`src/rtl/cbt_pkg.sv`:
```
// shared types, constants and helpers of the can bit-timing calculator
// no dependencies; used by every module under rtl
package cbt_pkg;

    localparam int unsigned LANES    = 4;
    localparam int unsigned DW       = 32;
    localparam int unsigned VW       = 36;
    localparam int unsigned STAGES   = DW;

    localparam logic [1:0] LANE16 = 2'd0;
    localparam logic [1:0] LANE12 = 2'd1;
    localparam logic [1:0] LANE10 = 2'd2;
    localparam logic [1:0] LANE8  = 2'd3;

    localparam logic [15:0] SEG16 = 16'h3534;
    localparam logic [15:0] SEG12 = 16'h2422;
    localparam logic [15:0] SEG10 = 16'h2312;
    localparam logic [15:0] SEG8  = 16'h1211;

    localparam logic [31:0] RATE_SPECIAL      = 32'd83333;
    localparam logic [31:0] CLOCK_MIN_SPECIAL = 32'd1000000;
    localparam logic [31:0] PRESCALE_MAX      = 32'd127;
    localparam logic [31:0] CLOCK_RESET       = 32'd48000000;

    localparam logic [1:0] ST_OK  = 2'd0;
    localparam logic [1:0] ST_OFF = 2'd1;
    localparam logic [1:0] ST_BAD = 2'd2;
    localparam logic [1:0] ST_OVF = 2'd3;

    typedef struct packed {
        logic [31:0] bit_rate;
        logic        listen_only;
    } cbt_in_t;

    typedef struct packed {
        logic [31:0] timing_word;
        logic        enable;
        logic        listen_mode;
        logic [1:0]  status;
    } cbt_out_t;

    // one lane per quanta count: remainder and quotient of clock / (n * rate)
    typedef struct packed {
        logic [LANES-1:0][VW-1:0] rem;
        logic [LANES-1:0][DW-1:0] quo;
        logic [DW-1:0]            dvd;
        logic [31:0]              rate;
        logic                     listen_only;
        logic                     special;
        logic                     zero;
    } cbt_work_t;

    // n * rate by shift and add
    function automatic logic [VW-1:0] lane_divisor(input logic [31:0] rate,
                                                   input logic [1:0] lane);
        logic [VW-1:0] r;
        logic [VW-1:0] d;
        r = {4'b0, rate};
        case (lane)
            LANE16:  d = r << 4;
            LANE12:  d = (r << 3) + (r << 2);
            LANE10:  d = (r << 3) + (r << 1);
            LANE8:   d = r << 3;
            default: d = r << 3;
        endcase
        return d;
    endfunction

endpackage

```
`src/rtl/cbt_div_stage.sv`:
```
// one restoring-division step for all four quanta lanes, registered
// depends on cbt_pkg
module cbt_div_stage (
    input  logic              clk,
    input  logic              rst_n,
    input  logic              advance,
    input  logic              valid_in,
    input  cbt_pkg::cbt_work_t work_in,
    output logic              valid_reg,
    output cbt_pkg::cbt_work_t work_reg
);

    cbt_pkg::cbt_work_t work_next;
    logic [cbt_pkg::VW:0] shifted [cbt_pkg::LANES];
    logic [cbt_pkg::VW:0] divisor [cbt_pkg::LANES];
    logic [cbt_pkg::LANES-1:0] qbit;

    always_comb
    begin
        work_next = work_in;
        for (int l = 0; l < cbt_pkg::LANES; l++)
        begin
            shifted[l] = {work_in.rem[l], work_in.dvd[cbt_pkg::DW-1]};
            divisor[l] = {1'b0, cbt_pkg::lane_divisor(work_in.rate, 2'(l))};
            qbit[l]    = (shifted[l] >= divisor[l]);
            if (qbit[l])
            begin
                work_next.rem[l] = cbt_pkg::VW'(shifted[l] - divisor[l]);
            end
            else
            begin
                work_next.rem[l] = shifted[l][cbt_pkg::VW-1:0];
            end
            work_next.quo[l] = {work_in.quo[l][cbt_pkg::DW-2:0], qbit[l]};
        end
        work_next.dvd = {work_in.dvd[cbt_pkg::DW-2:0], 1'b0};
    end

    always_ff @(posedge clk or negedge rst_n)
    begin
        if (!rst_n)
        begin
            valid_reg <= 1'b0;
        end
        else if (advance)
        begin
            valid_reg <= valid_in;
        end
    end

    always_ff @(posedge clk)
    begin
        if (advance)
        begin
            work_reg <= work_next;
        end
    end

endmodule

```
`config.mk`:
```
export PLATFORM = sky130hd
export DESIGN_NAME = cbt_div_stage
export DESIGN_NICKNAME = d
export VERILOG_FILES = /design/src/rtl/cbt_pkg.sv /design/src/rtl/cbt_div_stage.sv
export SDC_FILE = /design/constraint.sdc
export NUM_CORES = 1
export LEC_CHECK = 0
export BUFFER_PORTS_ARGS = -buffer_cell sky130_fd_sc_hd__buf_2
export CORE_AREA = 5 5 263 265
export DETAILED_ROUTE_END_ITERATION = 7
export DIE_AREA = 0 0 268 270
export GPL_TIMING_DRIVEN = 0
export PLACE_DENSITY = 0.58
export SLEW_MARGIN = 10
export SYNTH_ARGS = -nofsm -noshare
export SYNTH_HDL_FRONTEND = slang
export SYNTH_SLANG_ARGS = --single-unit
```
`constraint.sdc`:
```
create_clock -name clk -period 0.85 [get_ports clk]
set_input_delay 0 -clock clk [delete_from_list [all_inputs] [get_ports clk]]
set_output_delay 0 -clock clk [all_outputs]
set_load 0.02 [all_outputs]
```
==> results.txt, run 1 <==
Run status: finished with violations
Failing checks: hold timing, setup timing
Multi-input gate area: 0.0125 sq mm
Critical path cell sequence: buf_16, clkinvlp_4, buf_6, fa_2, nor2b_4, o31ai_4, a221oi_4, a31oi_4, o31ai_4, a41oi_2, a31oi_4, a211o_1, o211ai_1, ha_1, nand3_4, nor4_4, nand4_1, o31ai_2, a41oi_2, o31ai_4, buf_6, buf_6, mux2_4
Slowest CP cell: fa_2
Num rows: 95
Die width: 268 um
CTS tree: yes
Drt first-iter violations: 1364
Fmax achieved: 239 MHz
Routed wire per std cell: 22.5 um
Met2 Use GR: 42.9%
GRT busiest layer: met2
Pre-CTS setup slack: -5.44 ns
Most frequent cell after synthesis: edfxtp_1
Mapped Avg Cell Area: 10.7 sq um
Largest stage delay, worst path: 0.37 ns
Worst-Skew Late Latency: 0.54 ns
CTS H-tree depth: 2
Mapped Area: 0.0217 sq mm
Ys Warns: 0
Die Ht: 270 um
Final setup margin: -3.33 ns
Final hold vios: 1
CP bufs+invs: 5
Root Buffer: clkbuf_16
Syn nets: 2573
Synth cell types: 88
GR Overflow Total: 0
Post-DRT Antenna Nets: 0
First-pass GRT wire length: 133 mm
Num CTS Buffers: 40
1st-pass router iterations: 5
Power Total: 0.0665 W
#FFs+latches synth: 336
Initial antenna violation count: 19
Top cells by count, synth: 335 x edfxtp_1, 196 x ha_1, 195 x a21oi_1
Top area cells in the synthesized netlist: edfxtp_1 46%, ha_1 11%, a21oi_1 4.5%
Max-cap viol count: 0
Seq. cell area: 0.0101 sq mm
Crit. End Element: flip-flop
Crit path kind: in -> reg
Worst-path maximum fanout: 6
CP delay by family, top: compound AO/OA/AOI/OAI gates
Final Slew Violations: 0
Met3 usage: 5.33%
Final setup TNS: -438.03 ns
Period minus WS final: 4.18 ns
Via density: 5.17
HP Class: in -> reg
Clk_skew: 0 ns
Post-synth EDFFs: 335
Slew headroom: 52.2%
Total Routing Usage GR: 23.8%
Clock transition at path regs: 0.06 ns
Leak: 14.6 nW
Max FFs per register: 335
Async set or reset register ratio after synthesis: 0.298%
Final setup vio count: 588
# IOs: 683
CTS max path bufs: 3
Vias in the first global route: 21774
Power Dens Cells: 1960 mW/mm^2
Final-stage net count: 3727
Area delta synth->final: 56.4%
RSZ-0062 raised after global routing: yes
Core Region: 0.0666 sq mm
Vias: 21174
Number of port buffers: 677
Gpl congestion: 0.891
Worst-Margin Slew: 0.718 ns
Max rail drop VDD: 2470 uV
Detailed Place HPWL: 68.2 mm
Part of the cycle the worst path needs: 491%
Cells after synthesis: 2028
Cell taking the most area after synthesis: edfxtp_1
Worst setup SP type: input port
Total wire length: 92.3 mm
Largest net degree at the start of global routing: 114
Hold WS: -0.00122 ns
Fraction of layout cells with a size suffix above 1: 36.4%
CP arrival: 4.47 ns
DIE AREA: 0.0724 sq mm
Initial core utilization: 32.6%
Sequential area share after synthesis: 46.4%
Top FF cell, synth: edfxtp_1
Worst Path Required: 1.15 ns
CTS sink cnt: 336
Post-synth top area share: 46.3%
Met1 Usage GRT: 27.5%
Layout fillers: 5929
Number of remaining DRC errors: 0
[layer usage]
layer	vias up	wire, um
met5	-	55
met2	719	45900
met1	10221	35700
met3	188	6170
li1	10038	-
met4	8	4500
[cell usage in the layout, fill, tap and decap left out, types with 11 or more instances in the layout]
cell and count:
nand2b_1 15, or3_1 17, clkbuf_1 25, o21ai_0 70, and3_1 11, buf_2 640, ha_2 16, nor2_1 101
o21a_1 28, buf_4 90, a21o_1 89, o21bai_1 16, nor2b_1 19, ha_1 152, ha_4 28, o21ai_2 30
o21ai_1 49, nand3_1 35, xor2_1 76, mux2_4 43, nand2_1 149, edfxtp_1 335, buf_6 44, buf_8 13
nand2_2 20, a21oi_1 158, nor3_1 13, a21oi_2 34, clkbuf_16 45, dlygate4sd3_1 335, nand4_1 30, inv_1 79
diode_2 13, xnor2_1 83, a31oi_1 19
[logic make-up (layout without fill, tap and decap cells)]
family | after synthesis | in the layout | synth area share (%)
xor+xnor | 163 | 163 | 6.57
other cells | 1 | 14 | 0.0173
simple gates | 489 | 489 | 10.9
flops | 336 | 336 | 46.4
fa+ha+maj | 202 | 202 | 11.8
mux | 51 | 51 | 2.62
buf+inv | 148 | 1331 | 2.96
compound gates | 638 | 638 | 18.7
[timing repair]
| action | 4_1_cts | 5_1_grt |
|---|---|---|
| setup endpoints to repair | 588 | 588 |
| endpoints found under the hold margin | 339 | 3 |
| setup buffers | 81 | 27 |
| hold buffers | 335 | 3 |
| pin swaps | 75 | 66 |
| gates cloned | 4 | 4 |
| gates resized for setup | 284 | 139 |
[layout make-up]
type                       count  share of cell area, %
multi-input combinational   1544                   36.9
sequential                   336                   29.7
timing repair buffer        1122                   24.1
tap                          873                   3.22
clock buffer                  50                   3.09
buffer                        48                   1.30
inverter                      90                   1.07
clock inverter                21                  0.527
antenna                       13                 0.0958
[path summary, 6_finish.rpt]
check	to	from	cells past startpoint	slack (ns)
max	work_reg[295]	work_in[4]	23	-3.33
min	work_reg[121]	advance	2	-0.001
max reg2reg	valid_reg	valid_reg	1	0.03
min reg2reg	valid_reg	valid_reg	1	0.61
max in group asynchronous	valid_reg	rst_n	3	0.44
min in group asynchronous	valid_reg	rst_n	3	0.31
[power by group]
part           internal [W]  switching, W  leakage (nW)
logic                0.0121        0.0160          10.7
registers            0.0213      0.000677          3.29
clock network       0.00939       0.00709         0.593
[per-stage QoR]
step	utilization (%)	instance area (sq um)	instances
floorplan	-	22100	2028
global placement	39.9	26600	3578
detailed placement	40.0	26700	3581
CTS	49.9	33200	4067
global route	51.0	33900	4091
finish	51.0	34000	4097
Power figures use the tool's default switching activity.
==> inputs of run 2 (changes only) <==
SETUP_SLACK_MARGIN = 0.05   (was default)
SLEW_MARGIN = default   (was 10)
==> results.txt, run 2 (synthesized netlist as in run 1, its figures left out) <==
Run status: finished with violations
Failing checks: hold timing, setup timing
Area after DPL: 0.0266 sq mm
Detailed Place HPWL: 69.2 mm
Fmax achieved: 239 MHz
Gpl congestion: 0.891
Area delta synth->final: 55.9%
Routed wire per std cell: 22.8 um
Crit. End Element: flip-flop
Worst setup SP type: input port
Metal3 WL: 7.10 mm
Largest stage delay, worst path: 0.39 ns
Max rail drop VDD: 1490 uV
Worst-path maximum fanout: 5
Largest net degree at the start of global routing: 123
Top sig layer: met5
CTS tree: yes
Final setup TNS: -431.93 ns
Die Ht: 270 um
Number of port buffers: 677
Power Dens Cells: 2000 mW/mm^2
Crit path kind: in -> reg
Post-route cell area: 0.0339 sq mm
Most used cell, CP: o31ai_4
Total Routing Usage GR: 23.8%
Vias in the first global route: 21449
Multi-input gate area: 0.0125 sq mm
Final setup vio count: 478
1st-pass router iterations: 5
Total wire length: 93.2 mm
Max FFs per register: 335
Layout fillers: 5945
Worst Path Required: 1.16 ns
Hold WS: -0.119 ns
Die width: 268 um
CP delay by family, top: compound AO/OA/AOI/OAI gates
CTS H-tree depth: 2
Final setup margin: -3.34 ns
GR Overflow Total: 0
Leak: 14.6 nW
Commonest non-fill, non-tap cell in the layout: buf_2
Initial core utilization: 32.6%
HP Class: in -> reg
Num rows: 95
Initial antenna violation count: 28
Final-stage net count: 3709
Final Slew Violations: 0
Power Total: 0.0679 W
Slew headroom: 51.0%
Seq. cell area: 0.0101 sq mm
Critical path cell sequence: buf_16, clkinvlp_4, buf_6, fa_2, nor2b_4, o31ai_4, a221oi_4, a31oi_4, o31ai_4, a41oi_2, a31oi_4, a211o_1, o211ai_1, ha_1, nand3_4, nor4_4, nand4_1, o31ai_2, a41oi_2, o31ai_4, buf_6, buf_8, mux2_4
Clk_skew: 0 ns
Met1 wire length: 35.0 mm
CTS sink cnt: 336
Post-DRT Antenna Nets: 0
First-pass GRT wire length: 131 mm
DIE AREA: 0.0724 sq mm
Clock transition at path regs: 0.07 ns
Via density: 5.16
# IOs: 683
Fraction of layout cells with a size suffix above 1: 36.1%
Period minus WS final: 4.19 ns
Fin util: 50.9%
Commonest cells after routing, fill and taps aside: 649 x buf_2, 335 x edfxtp_1, 334 x dlygate4sd3_1
Vias: 21079
Final hold vios: 33
Core Region: 0.0666 sq mm
Wire length on met2: 47.0 mm
Slowest CP cell: fa_2
Max-cap viol count: 0
Num CTS Buffers: 40
RSZ-0062 raised after global routing: yes
Worst-Skew Late Latency: 0.56 ns
Root Buffer: clkbuf_16
Part of the cycle the worst path needs: 493%
Drt first-iter violations: 1338
CP arrival: 4.50 ns
Worst-Margin Slew: 0.734 ns
Number of remaining DRC errors: 0
CP bufs+invs: 5
CTS max path bufs: 3
[run 2: cell types whose count changed in the layout (fill, tap and decap cells not counted), sizes merged]
cell,before,now
clkbuf,78,76
diode,13,15
buf,807,790
bufinv,2,5
inv,87,89
dlygate4sd3,335,334
clkinvlp,8,6
[run 2: per-layer routing]
metal | global-route usage, % | vias to the layer above
li1 | - | 9992
met1 | 27.0 | 10155
met2 | 42.2 | 750
met3 | 6.54 | 164
met4 | 9.86 | 18
met5 | 0 | -
[run 2: final timing paths]
path | depth (start not counted) | slack (ns) | to | start
worst max register to register | 1 | 0.07 | valid_reg | valid_reg
worst min-delay path | 1 | -0.12 | work_reg[102] | advance
worst min register to register | 1 | 0.52 | valid_reg | valid_reg
min in group asynchronous | 3 | 0.30 | valid_reg | rst_n
max in group asynchronous | 3 | 0.44 | valid_reg | rst_n
worst max-delay path | 23 | -3.34 | work_reg[272] | work_in[4]
[run 2: timing repair]
action | in CTS | in global routing
hold endpoints to repair | 334 | 52
setup endpoints to repair | 709 | 709
gates cloned | 8 | 3
hold buffers | 334 | 1
gates resized for setup | 228 | 204
pin swaps | 54 | 56
buffers inserted | 58 | 21
[run 2: cell type report]
class	count	area share, %
multi-input combinational	1544	37.1
tap	873	3.23
buffer	49	1.22
antenna	15	0.111
timing repair buffer	1103	23.6
clock buffer	48	3.04
sequential	336	29.8
inverter	90	1.07
clock inverter	24	0.861
[run 2: report_power, final]
part           internal [W]  switching (W)  leakage, nW
Combinational        0.0121         0.0163         10.7
Clock                0.0103        0.00736        0.635
Sequential           0.0213       0.000654         3.29
Total                0.0436         0.0243         14.6
[run 2: per-stage QoR]
stage	worst slack [ns]	std cells
floorplan	-3.33	2028
global placement	-5.49	3578
detailed placement	-5.42	3580
CTS	-3.45	4047
global route	-3.43	4078
finish	-3.34	4082
