`config.mk`:
```
export PLATFORM = sky130hd
export DESIGN_NAME = cbt_decode
export DESIGN_NICKNAME = d
export VERILOG_FILES = /design/src/rtl/cbt_pkg.sv /design/src/rtl/cbt_decode.sv
export SDC_FILE = /design/constraint.sdc
export NUM_CORES = 1
export LEC_CHECK = 0
export BUFFER_PORTS_ARGS = -buffer_cell sky130_fd_sc_hd__buf_2
export CAP_MARGIN = 10
export CELL_PAD_IN_SITES_DETAIL_PLACEMENT = 0
export CELL_PAD_IN_SITES_GLOBAL_PLACEMENT = 1
export CORE_AREA = 2 2 144 146
export DETAILED_ROUTE_END_ITERATION = 6
export DIE_AREA = 0 0 146 148
export GPL_TIMING_DRIVEN = 0
export PLACE_DENSITY = 0.72
export SLEW_MARGIN = 20
export SYNTH_ARGS = -nofsm -noshare
export SYNTH_HDL_FRONTEND = slang
export SYNTH_SLANG_ARGS = --single-unit
```
`constraint.sdc`:
```
create_clock -name vclk -period 3.5
set_input_delay 0.175 -clock vclk [all_inputs]
set_output_delay 0.175 -clock vclk [all_outputs]
set_load 0.01 [all_outputs]
```
`src/rtl/cbt_pkg.sv`:
```
// shared types, constants and helpers of the can bit-timing calculator
// no dependencies; used by every module under rtl
package cbt_pkg;

    localparam int unsigned LANES    = 4;
    localparam int unsigned DW       = 32;
    localparam int unsigned VW       = 36;
    localparam int unsigned STAGES   = DW;

    localparam logic [1:0] LANE16 = 2'd0;
    localparam logic [1:0] LANE12 = 2'd1;
    localparam logic [1:0] LANE10 = 2'd2;
    localparam logic [1:0] LANE8  = 2'd3;

    localparam logic [15:0] SEG16 = 16'h3534;
    localparam logic [15:0] SEG12 = 16'h2422;
    localparam logic [15:0] SEG10 = 16'h2312;
    localparam logic [15:0] SEG8  = 16'h1211;

    localparam logic [31:0] RATE_SPECIAL      = 32'd83333;
    localparam logic [31:0] CLOCK_MIN_SPECIAL = 32'd1000000;
    localparam logic [31:0] PRESCALE_MAX      = 32'd127;
    localparam logic [31:0] CLOCK_RESET       = 32'd48000000;

    localparam logic [1:0] ST_OK  = 2'd0;
    localparam logic [1:0] ST_OFF = 2'd1;
    localparam logic [1:0] ST_BAD = 2'd2;
    localparam logic [1:0] ST_OVF = 2'd3;

    typedef struct packed {
        logic [31:0] bit_rate;
        logic        listen_only;
    } cbt_in_t;

    typedef struct packed {
        logic [31:0] timing_word;
        logic        enable;
        logic        listen_mode;
        logic [1:0]  status;
    } cbt_out_t;

    // one lane per quanta count: remainder and quotient of clock / (n * rate)
    typedef struct packed {
        logic [LANES-1:0][VW-1:0] rem;
        logic [LANES-1:0][DW-1:0] quo;
        logic [DW-1:0]            dvd;
        logic [31:0]              rate;
        logic                     listen_only;
        logic                     special;
        logic                     zero;
    } cbt_work_t;

    // n * rate by shift and add
    function automatic logic [VW-1:0] lane_divisor(input logic [31:0] rate,
                                                   input logic [1:0] lane);
        logic [VW-1:0] r;
        logic [VW-1:0] d;
        r = {4'b0, rate};
        case (lane)
            LANE16:  d = r << 4;
            LANE12:  d = (r << 3) + (r << 2);
            LANE10:  d = (r << 3) + (r << 1);
            LANE8:   d = r << 3;
            default: d = r << 3;
        endcase
        return d;
    endfunction

endpackage

```
`src/rtl/cbt_decode.sv`:
```
// picks the quanta count from the division results and forms the result
// depends on cbt_pkg
module cbt_decode (
    input  cbt_pkg::cbt_work_t work,
    output cbt_pkg::cbt_out_t  result
);

    logic [cbt_pkg::LANES-1:0] fit;
    logic [31:0] q;
    logic [15:0] qm1;
    logic [15:0] seg;
    logic        found;

    always_comb
    begin
        for (int l = 0; l < cbt_pkg::LANES; l++)
        begin
            fit[l] = (work.rem[l] == '0);
        end
        found = 1'b1;
        q     = work.quo[cbt_pkg::LANE16];
        seg   = cbt_pkg::SEG16;
        if (fit[cbt_pkg::LANE16] && q < cbt_pkg::PRESCALE_MAX && q > 32'd1)
        begin
            seg = cbt_pkg::SEG16;
        end
        else if (fit[cbt_pkg::LANE12] || work.special)
        begin
            seg = cbt_pkg::SEG12;
            q   = work.quo[cbt_pkg::LANE12];
        end
        else if (fit[cbt_pkg::LANE10])
        begin
            seg = cbt_pkg::SEG10;
            q   = work.quo[cbt_pkg::LANE10];
        end
        else if (fit[cbt_pkg::LANE8])
        begin
            seg = cbt_pkg::SEG8;
            q   = work.quo[cbt_pkg::LANE8];
        end
        else
        begin
            found = 1'b0;
        end
        // only the low half of the prescaler lands in the word
        qm1 = q[15:0] - 16'd1;

        if (work.zero)
        begin
            result = '{timing_word: '0, enable: 1'b0, listen_mode: 1'b0,
                       status: cbt_pkg::ST_OFF};
        end
        else if (!found)
        begin
            result = '{timing_word: '0, enable: 1'b0, listen_mode: 1'b0,
                       status: cbt_pkg::ST_BAD};
        end
        else
        begin
            result.timing_word = {qm1, seg};
            result.enable      = 1'b1;
            result.listen_mode = work.listen_only;
            result.status      = (q > cbt_pkg::PRESCALE_MAX + 32'd1) ?
                                 cbt_pkg::ST_OVF : cbt_pkg::ST_OK;
        end
    end

endmodule

```
==> key figures, run 1 <==
Finish
  • Layout area overhead: 152%
  • Layout cell share with drive strength beyond 1: 0.675
  • Final net count: 980
  • Register Area: 0 um2
  • Clock buffers: 0
  • Fin util: 0.227
  • FFs & Latches: 0

Setup path
  • Arrival @ worst endpoint: 3270 ps
  • Slowest CP cell: or4_4
  • CP delay by family, top: simple AND/OR/NAND/NOR gates
  • Type of origin of the critical path: input port
  • WP buf/inv: 4
  • Crit path capture type: output port
  • CP required: 3320 ps
  • CP max stage delay: 540 ps
  • Crit Path Max Fanout: 10
  • Cell Chain, Critical Path: buf_2 -> nor4_4 -> nand4_1 -> buf_4 -> nor2_4 -> and3_4 -> buf_8 -> o22ai_1 -> a22o_2 -> or4_4 -> or4_4 -> a21oi_2 -> buf_2
  • Worst Setup Path Type: input port to output port

Drt
  • Total number of vias: 3,996
  • Final antenna-violating net count: 0
  • Vias per inst: 4.38
  • DRT Pass-1 Iters: 5
  • Final WL: 16,600 um
  • DRT iter0 DRCs: 170
  • DRC: 0
  • Drt wl/cell: 18.2 um

Synth
  • Yosys warning total: 0
  • Cells after synthesis: 295
  • Area share of the largest cell type after synthesis: 0.190
  • Top post-synthesis cells by area: nor4_1 (19%), a21oi_1 (6.4%), nor2_1 (5.2%), nand2_1 (4.4%), nor3_1 (4.2%)
  • Mux contribution to synthesized area: 0.0166
  • Post-synthesis compound-gate area fraction: 0.358
  • Unique masters post-synth: 55
  • Leading area contributor after synthesis: nor4_1
  • Post-synthesis xor/xnor area fraction: 0.00969
  • Synthesized cell area: 0.00181 mm2
  • Synth Area per Inst: 6.13 um2
  • Seq/Total Area, Yosys: 0
  • Simple-gate portion of the synthesized area: 0.524
  • Largest family of logic cells by synthesized area: simple AND/OR/NAND/NOR gates
  • Adder-cell share of the synthesized area: 0.0138

Power
  • P per Cell Area: 88.3 mW/mm2
  • Static Leak: 2.08 nW
  • Max VDD drop: 0.0184 mV

STA
  • Period utilization: 0.986
  • Fmax: 0.290 GHz
  • Setup_tns: 0 ps
  • Final-report hold violation count: 0
  • Final WS setup: 50.0 ps
  • Slew @ Worst Pin: 583 ps
  • Fin crit period: 3450 ps
  • Max Slew Vio Count: 0
  • Finish-stage setup viols: 0
  • RSZ-0062 raised after global routing: true
  • Worst rel slew slack: 0.612

Placement
  • Placement Setup Slack: -1460 ps
  • Port bufs: 304
  • Hpwl dp: 14,400 um
  • Routability cong.: 0.843

Die
  • Die H: 148 um
  • I/O Pins: 375
  • Row count: 52
  • Die area: 0.0216 mm2
  • Core area: 0.0200 mm2
  • Die X: 146 um
  • Starting density of the core: 0.0902

Clocking
  • Post-CTS Hold Buffers: 0

Status
  • Outcome: completed

Global route
  • Vias in the first global route: 3,977
  • Total GRT Usage: 0.141
  • Remaining Overflow, GRT: 0
  • First-pass GRT wire length: 23,300 um
  • Initial antenna violation count: 8
  • Largest net degree at the start of global routing: 11

Job
  • Max-cap violation count: 0

Hold path
  • Min-Delay Path Class: input port to output port
[cell type report]
| class | count | area, um2 |
|---|---|---|
| fill | 2265 | 15500 |
| multi-input combinational | 273 | 2190 |
| timing repair buffer | 338 | 1810 |
| tap | 270 | 338 |
| buffer | 22 | 181 |
| inverter | 4 | 15.0 |
| antenna | 5 | 12.5 |
[tightest hold or removal path, cell delays in order]
cell	delay, ps
buf_2	80
and3_1	130
buf_2	120
[worst paths after layout]
kind	from	to	slack, ps	cells after the start
worst max-delay path	work[206]	result[34]	50	13
worst min-delay path	work[2]	result[2]	680	3
[per-layer routing]
metal	GRT usage	up-vias	routed length (um)
li1	-	1903	-
met1	0.165	1848	6600
met2	0.263	221	8150
met3	0.0364	18	1550
met4	0.0223	6	264
met5	0	-	40
[timing repair]
item,CTS,global route
resized for setup,70,51
setup buffers,14,19
endpoints found under the hold margin,0,0
endpoints found under the setup margin,20,16
pin swaps,23,32
[where the power goes]
group	internal (mW)	total (mW)	switching (mW)	leakage, nW
Clock	0.000000191	0.000000191	0	0.0000317
Combinational	0.209	0.402	0.193	2.08
Sequential	0	0	0	0
[synthesized netlist by cell type, types with 3 or more instances]
| library cell | number |
|---|---|
| nand4_1 | 9 |
| inv_1 | 3 |
| o211ai_1 | 3 |
| a221oi_1 | 8 |
| buf_1 | 3 |
| nor3_1 | 15 |
| and2_1 | 4 |
| o2bb2ai_1 | 4 |
| a221o_1 | 6 |
| or3_1 | 4 |
| nor4_1 | 55 |
| mux2i_1 | 3 |
| buf_2 | 5 |
| nor2_1 | 25 |
| a21oi_1 | 23 |
| or4_1 | 6 |
| and3_1 | 6 |
| o31ai_1 | 4 |
| nand2_1 | 21 |
| o21ai_0 | 10 |
| a22o_1 | 4 |
| nand3_1 | 12 |
| o21a_1 | 3 |
| buf_4 | 8 |
| o22ai_1 | 5 |
| a22oi_1 | 3 |
| clkbuf_1 | 7 |
[logic make-up after synthesis]
logic type	Yosys count
AOI/OAI and AO/OA	91
xor gates and xnor gates	2
adders and majority gates	2
buffers and inverters	27
muxes	3
other	1
and+or+nand+nor	169
[cells in the final DEF (no fill, tap or decap), types with 6 or more instances in the layout]
cell,count
a21oi_1,17
nand4_1,9
buf_4,41
o21ai_0,9
nor4_2,17
conb_1,6
nor2_1,23
a221o_1,6
buf_2,303
nand2_1,20
nor4_4,6
nor4_1,32
nor3_1,11
buf_6,7
nand3_1,9
[metrics by stage]
stage	area [um2]	power [mW]	hold WS, ps	instances
finish	4550	0.402	677	912
global route	4550	0.434	716	910
CTS	4170	0.372	684	889
detailed placement	3700	0.333	684	875
global placement	3690	0.330	690	874
floorplan	1830	0.118	525	300
Note: power is estimated with default switching activity, not from simulation.
==> run 2: changes to the inputs <==
--- a/config.mk
+++ b/config.mk
@@ -14,6 +14,7 @@
 export DIE_AREA = 0 0 146 148
 export GPL_TIMING_DRIVEN = 0
 export PLACE_DENSITY = 0.72
+export REMOVE_ABC_BUFFERS = 1
 export SLEW_MARGIN = 20
 export SYNTH_ARGS = -nofsm -noshare
 export SYNTH_HDL_FRONTEND = slang
==> key figures, run 2 (synthesized netlist as in run 1, its figures left out) <==
STA
  • Hold slack final: 682 ps (+4.50 ps)
  • RSZ-0062 raised after global routing: true
  • Max Slew Vio Count: 0 (unchanged)
  • Slew @ Worst Pin: 540 ps (-42.4 ps)
  • Fmax: 0.287 GHz (-0.94%)
  • Worst rel slew slack: 0.636 (+0.0245)
  • Final-report hold violation count: 0 (unchanged)
  • Finish-stage setup viols: 0 (unchanged)
  • Period utilization: 0.995 (+0.00932)
  • Fin crit period: 3480 ps (+32.6 ps)

Finish
  • Design Area, Final: 0.00506 mm2 (+11%)
  • Layout area overhead: 180%
  • Most common cell after layout, fill and taps aside: buf_2
  • Final net count: 1,002 (+2.2%)
  • Layout cell share with drive strength beyond 1: 0.704 (+0.0291)
  • Register Area: 0 um2 (unchanged)
  • FFs & Latches: 0 (unchanged)
  • Leading cell types in the layout, fill and taps excluded: buf_2 (290), buf_4 (58), nor4_1 (29), nor2_1 (22), buf_6 (21)
  • Multi-input gate area: 0.00236 mm2 (+7.4%)
  • Clock buffers: 0 (unchanged)
  • Fin util: 0.253 (+0.0255)
  • Filler cells: 2,292 (+1.2%)

Power
  • Static Leak: 2.30 nW (+11%)
  • Clock power frac: 0 (unchanged)
  • Logic pwr share: 1.000 (about the same)
  • Switching power: 219 uW (+14%)
  • P_int: 233 uW (+12%)
  • Max VDD drop: 0.0333 mV (+81%)
  • Switch share: 0.485 (+0.00517)
  • Seq pwr share: 0 (unchanged)
  • P per Cell Area: 89.4 mW/mm2 (+1.3%)

Global route
  • Vias in the first global route: 4,017 (+1.0%)
  • First-pass GRT wire length: 25,400 um (+9.0%)
  • Largest net degree at the start of global routing: 16 (+5)
  • Total GRT Usage: 0.158 (+0.0171)
  • Remaining Overflow, GRT: 0 (unchanged)
  • Initial antenna violation count: 4 (-4)

Drt
  • Total number of vias: 4,126 (+3.3%)
  • Vias per inst: 4.43 (+1.1%)
  • Drt wl/cell: 20.1 um (+10%)
  • DRT iter0 DRCs: 206 (+21%)
  • DRT Pass-1 Iters: 4 (-1)
  • DRC: 0 (unchanged)
  • Final WL: 18,700 um (+13%)
  • Final antenna-violating net count: 0 (unchanged)

Die
  • Row count: 52 (unchanged)
  • Die H: 148 um (unchanged)
  • Core area: 0.0200 mm2 (unchanged)
  • Die X: 146 um (unchanged)
  • Die area: 0.0216 mm2 (unchanged)
  • I/O Pins: 375 (unchanged)
  • Starting density of the core: 0.0902 (unchanged)

Setup path
  • Arrival @ worst endpoint: 3310 ps (+40 ps)
  • Crit path top cell by count: or4_4
  • CP required: 3320 ps (about the same)
  • Crit path from: work[71]
  • CP max stage delay: 590 ps (+50 ps)
  • Crit Path Max Fanout: 7 (-3)
  • Worst Setup Path Type: input port to output port
  • Cell Chain, Critical Path: buf_8 -> or4_4 -> nor3_4 -> nor3_4 -> buf_6 -> nand3_4 -> buf_12 -> nand2_8 -> a221o_1 -> or4_4 -> or4_4 -> a21oi_2 -> buf_4
  • Crit path capture type: output port
  • Slowest CP cell: or4_4
  • Type of origin of the critical path: input port

Placement
  • Routability cong.: 0.822 (-2.5%)
  • Dpl cell area: 0.00365 mm2 (-1.4%)
  • Port bufs: 305 (+0.33%)
  • Hpwl dp: 14,300 um (-1.1%)

Job
  • Max-cap violation count: 0 (unchanged)

Hold path
  • Hold Path End: result[2]
  • Hold_sp: work[2]
  • Hold depth: 3 (unchanged)
  • Min-Delay Path Class: input port to output port

Status
  • Outcome: completed
-- run 2: cell count changes in the layout (fill, tap and decap cells not counted), sizes merged --
cell,before,now
buf,355,380
clkbuf,5,0
diode,5,2
a41o,1,2
or4,6,7
-- run 2: layout make-up --
class | instances | area share
multi-input cells | 275 | 0.465
repair buffers | 380 | 0.464
well taps | 270 | 0.0667
inverters | 4 | 0.00297
diodes | 2 | 0.000989
-- run 2: what timing repair did --
| item | CTS | global route |
|---|---|---|
| cloned | 3 | 0 |
| gates resized for setup | 58 | 83 |
| endpoints found under the setup margin | 22 | 11 |
| buffers inserted | 42 | 29 |
| pin swaps | 28 | 50 |
| hold buffers | 0 | 0 |
| endpoints found under the hold margin | 0 | 0 |
-- run 2: power by group through the flow --
stage                     Sequential, mW  Combinational (mW)    Clock [mW]
final                                  0               0.452  0.0000000776
after global routing                   0               0.486             0
after CTS                              0               0.392             0
after detailed placement               0               0.334             0
after global placement                 0               0.327             0
after floorplan                        0               0.109             0
-- run 2: stage by stage --
stage          setup slack [ps]  total power, mW  instances  setup TNS, ps
2_1_floorplan              -798            0.109        277          -7130
3_3_place_gp              -3660            0.327        852         -64290
3_5_place_dp              -2020            0.334        856         -28310
4_1_cts                   -2.30            0.392        901          -2.30
5_1_grt                   -82.3            0.486        929           -286
6_report                   17.4            0.452        931              0
-- run 2: metal layers --
layer / share of wire / track usage / vias up
li1: - / - / 1954
met5: 0.0010 / 0 / -
met3: 0.063 / 0.0296 / 42
met2: 0.49 / 0.292 / 221
met1: 0.41 / 0.194 / 1905
met4: 0.033 / 0.0267 / 4
-- run 2: worst max path at each step --
stage          slack (ps)          to  cells past startpoint
3_5_place_dp        -2020  result[30]                     13
5_1_grt               -80  result[34]                     13
4_1_cts                -2  result[30]                     12
3_3_place_gp        -3660  result[34]                     13
2_1_floorplan        -800  result[30]                     11
6_report               20  result[34]                     13
-- run 2: worst max-delay path, delay by kind of cell --
family / cells / cell delay [ps]
AOI/OAI and AO/OA: 2 / 530
and+or+nand+nor: 7 / 2080
buffers and inverters: 4 / 500
==> run 3: changes to the inputs <==
--- a/config.mk
+++ b/config.mk
@@ -13,6 +13,7 @@
 export DETAILED_ROUTE_END_ITERATION = 6
 export DIE_AREA = 0 0 146 148
 export GPL_TIMING_DRIVEN = 0
+export MAX_ROUTING_LAYER = met4
 export PLACE_DENSITY = 0.72
 export REMOVE_ABC_BUFFERS = 1
 export SLEW_MARGIN = 20
==> constraint.sdc (replaced) <==
create_clock -name vclk -period 3.5
set_input_delay 0.7 -clock vclk [all_inputs]
set_output_delay 0.7 -clock vclk [all_outputs]
set_load 0.01 [all_outputs]
==> key figures, run 3 (synthesized netlist as in run 1, its figures left out) <==
Setup path
  • Crit path top cell by count: or4_4
  • CP delay by family, top: simple AND/OR/NAND/NOR gates
  • WP buf/inv: 4 (unchanged)
  • Cell Chain, Critical Path: buf_8 -> or4_4 -> nor3_4 -> nor3_4 -> buf_6 -> nand3_4 -> buf_12 -> nand2_8 -> a22o_4 -> or4_4 -> or4_4 -> a21oi_2 -> buf_4
  • Worst Setup Path Type: input port to output port
  • Crit Path Max Fanout: 7 (unchanged)
  • Crit path capture type: output port
  • Type of origin of the critical path: input port
  • Slowest CP cell: or4_4
  • Arrival @ worst endpoint: 3830 ps (+520 ps)
  • CP required: 2800 ps (-520 ps)
  • CP max stage delay: 590 ps (about the same)

Job
  • Max-cap violation count: 0 (unchanged)

STA
  • Final WS setup: -1030 ps (-1040 ps)
  • Max Slew Vio Count: 0 (unchanged)
  • Final-report hold violation count: 0 (unchanged)
  • Period utilization: 1.29 (+0.298)
  • Fin crit period: 4530 ps (+1040 ps)
  • Setup_tns: -13,750 ps (-13,750 ps)
  • Slew @ Worst Pin: 545 ps (+5.00 ps)
  • RSZ-0062 raised after global routing: true
  • Worst rel slew slack: 0.637 (about the same)
  • Finish-stage setup viols: 20 (+20)
  • Fmax: 0.221 GHz (-23%)

Finish
  • Most common cell after layout, fill and taps aside: buf_2
  • FFs & Latches: 0 (unchanged)
  • Clock buffers: 0 (unchanged)
  • Final net count: 1,013 (+1.1%)
  • Register Area: 0 um2 (unchanged)
  • Layout cell share with drive strength beyond 1: 0.733 (+0.0287)
  • Layout area overhead: 195%
  • Filler cells: 2,258 (-1.5%)
  • Leading cell types in the layout, fill and taps excluded: buf_2 (290), buf_4 (53), buf_6 (36), nor4_1 (29), nor2_1 (18)

Drt
  • DRT iter0 DRCs: 204 (-0.97%)
  • Final WL: 19,600 um (+4.5%)
  • Drt wl/cell: 20.7 um (+3.2%)
  • DRC: 0 (unchanged)
  • Total number of vias: 4,188 (+1.5%)
  • DRT Pass-1 Iters: 4 (unchanged)
  • Final antenna-violating net count: 0 (unchanged)
  • Vias per inst: 4.44 (+0.21%)

Hold path
  • Min-Delay Path Class: input port to output port
  • Hold_sp: work[2]
  • Hold depth: 3 (unchanged)
  • Hold Path End: result[2]

Power
  • Max VDD drop: 0.0370 mV (+11%)
  • Static Leak: 2.39 nW (+4.0%)
  • P per Cell Area: 92.5 mW/mm2 (+3.5%)
  • Total power: 494 uW (+9.2%)

Die
  • Starting density of the core: 0.0902 (unchanged)
  • Core area: 0.0200 mm2 (unchanged)
  • I/O Pins: 375 (unchanged)
  • Die H: 148 um (unchanged)
  • Row count: 52 (unchanged)
  • Die X: 146 um (unchanged)
  • Die area: 0.0216 mm2 (unchanged)

Placement
  • Placement Setup Slack: -3070 ps (-1050 ps)
  • Hpwl dp: 14,300 um (unchanged)
  • Routability cong.: 0.834 (+1.5%)
  • Port bufs: 305 (unchanged)

Global route
  • Total GRT Usage: 0.174 (+0.0159)
  • Largest net degree at the start of global routing: 12 (-4)
  • First-pass GRT wire length: 27,200 um (+7.1%)
  • Initial antenna violation count: 3 (-1)
  • Vias in the first global route: 4,242 (+5.6%)
  • Remaining Overflow, GRT: 0 (unchanged)

Status
  • Failing checks: setup timing
  • Outcome: finished with violations

Clocking
  • Post-CTS Hold Buffers: 0 (unchanged)
## run 3: cell count changes in the layout (fill, tap and decap cells not counted), moves of 2 or more
cell     delta
buf_4       -5
o21ai_0     -2
nand2_4     +2
nor2_1      -4
buf_6      +15
nand3_1     -2
nor2_2      +2
nand3_2     +2
buf_12      -2
nor2_4      +3
## run 3: power by group
group          switching, mW  internal, mW   total (mW)
logic                  0.240         0.254        0.494
registers                  0             0            0
clock network              0   0.000000117  0.000000117
## run 3: cell type report
class | count | area, um2 | area share
well taps | 270 | 338 | 0.0632
repair buffers | 389 | 2450 | 0.460
multi-input cells | 277 | 2520 | 0.472
inverters | 4 | 20.0 | 0.00375
diodes | 3 | 7.51 | 0.00141
## run 3: worst max-delay path by stage
stage,start,endpoint,slack (ps),cells past startpoint
after floorplan,work[296],result[30],-1850,11
after global placement,work[296],result[34],-4710,13
final,work[69],result[30],-1030,13
after global routing,work[222],result[30],-1110,15
after detailed placement,work[198],result[30],-3070,13
after CTS,work[213],result[34],-990,13
## run 3: stage by stage
step	cells	util	cell area, um2	hold slack [ps]
global placement	852	0.178	3570	1770
CTS	923	0.242	4850	1730
global route	943	0.267	5340	1760
finish	943	0.267	5340	1730
detailed placement	856	0.182	3650	1730
floorplan	277	-	1700	1440
## run 3: timing repair
action                                  CTS  global route
setup buffers                            61            20
endpoints found under the setup margin   29            20
pin swaps                                50            35
gates resized for setup                 118            68
gates cloned                              6             0
## run 3: routing by layer
metal,share of wire,vias to the layer above,track usage
li1,-,1987,-
met4,0.021,0,0.0262
met5,0,-,-
met2,0.51,211,0.318
met1,0.43,1967,0.210
met3,0.043,23,0.0201
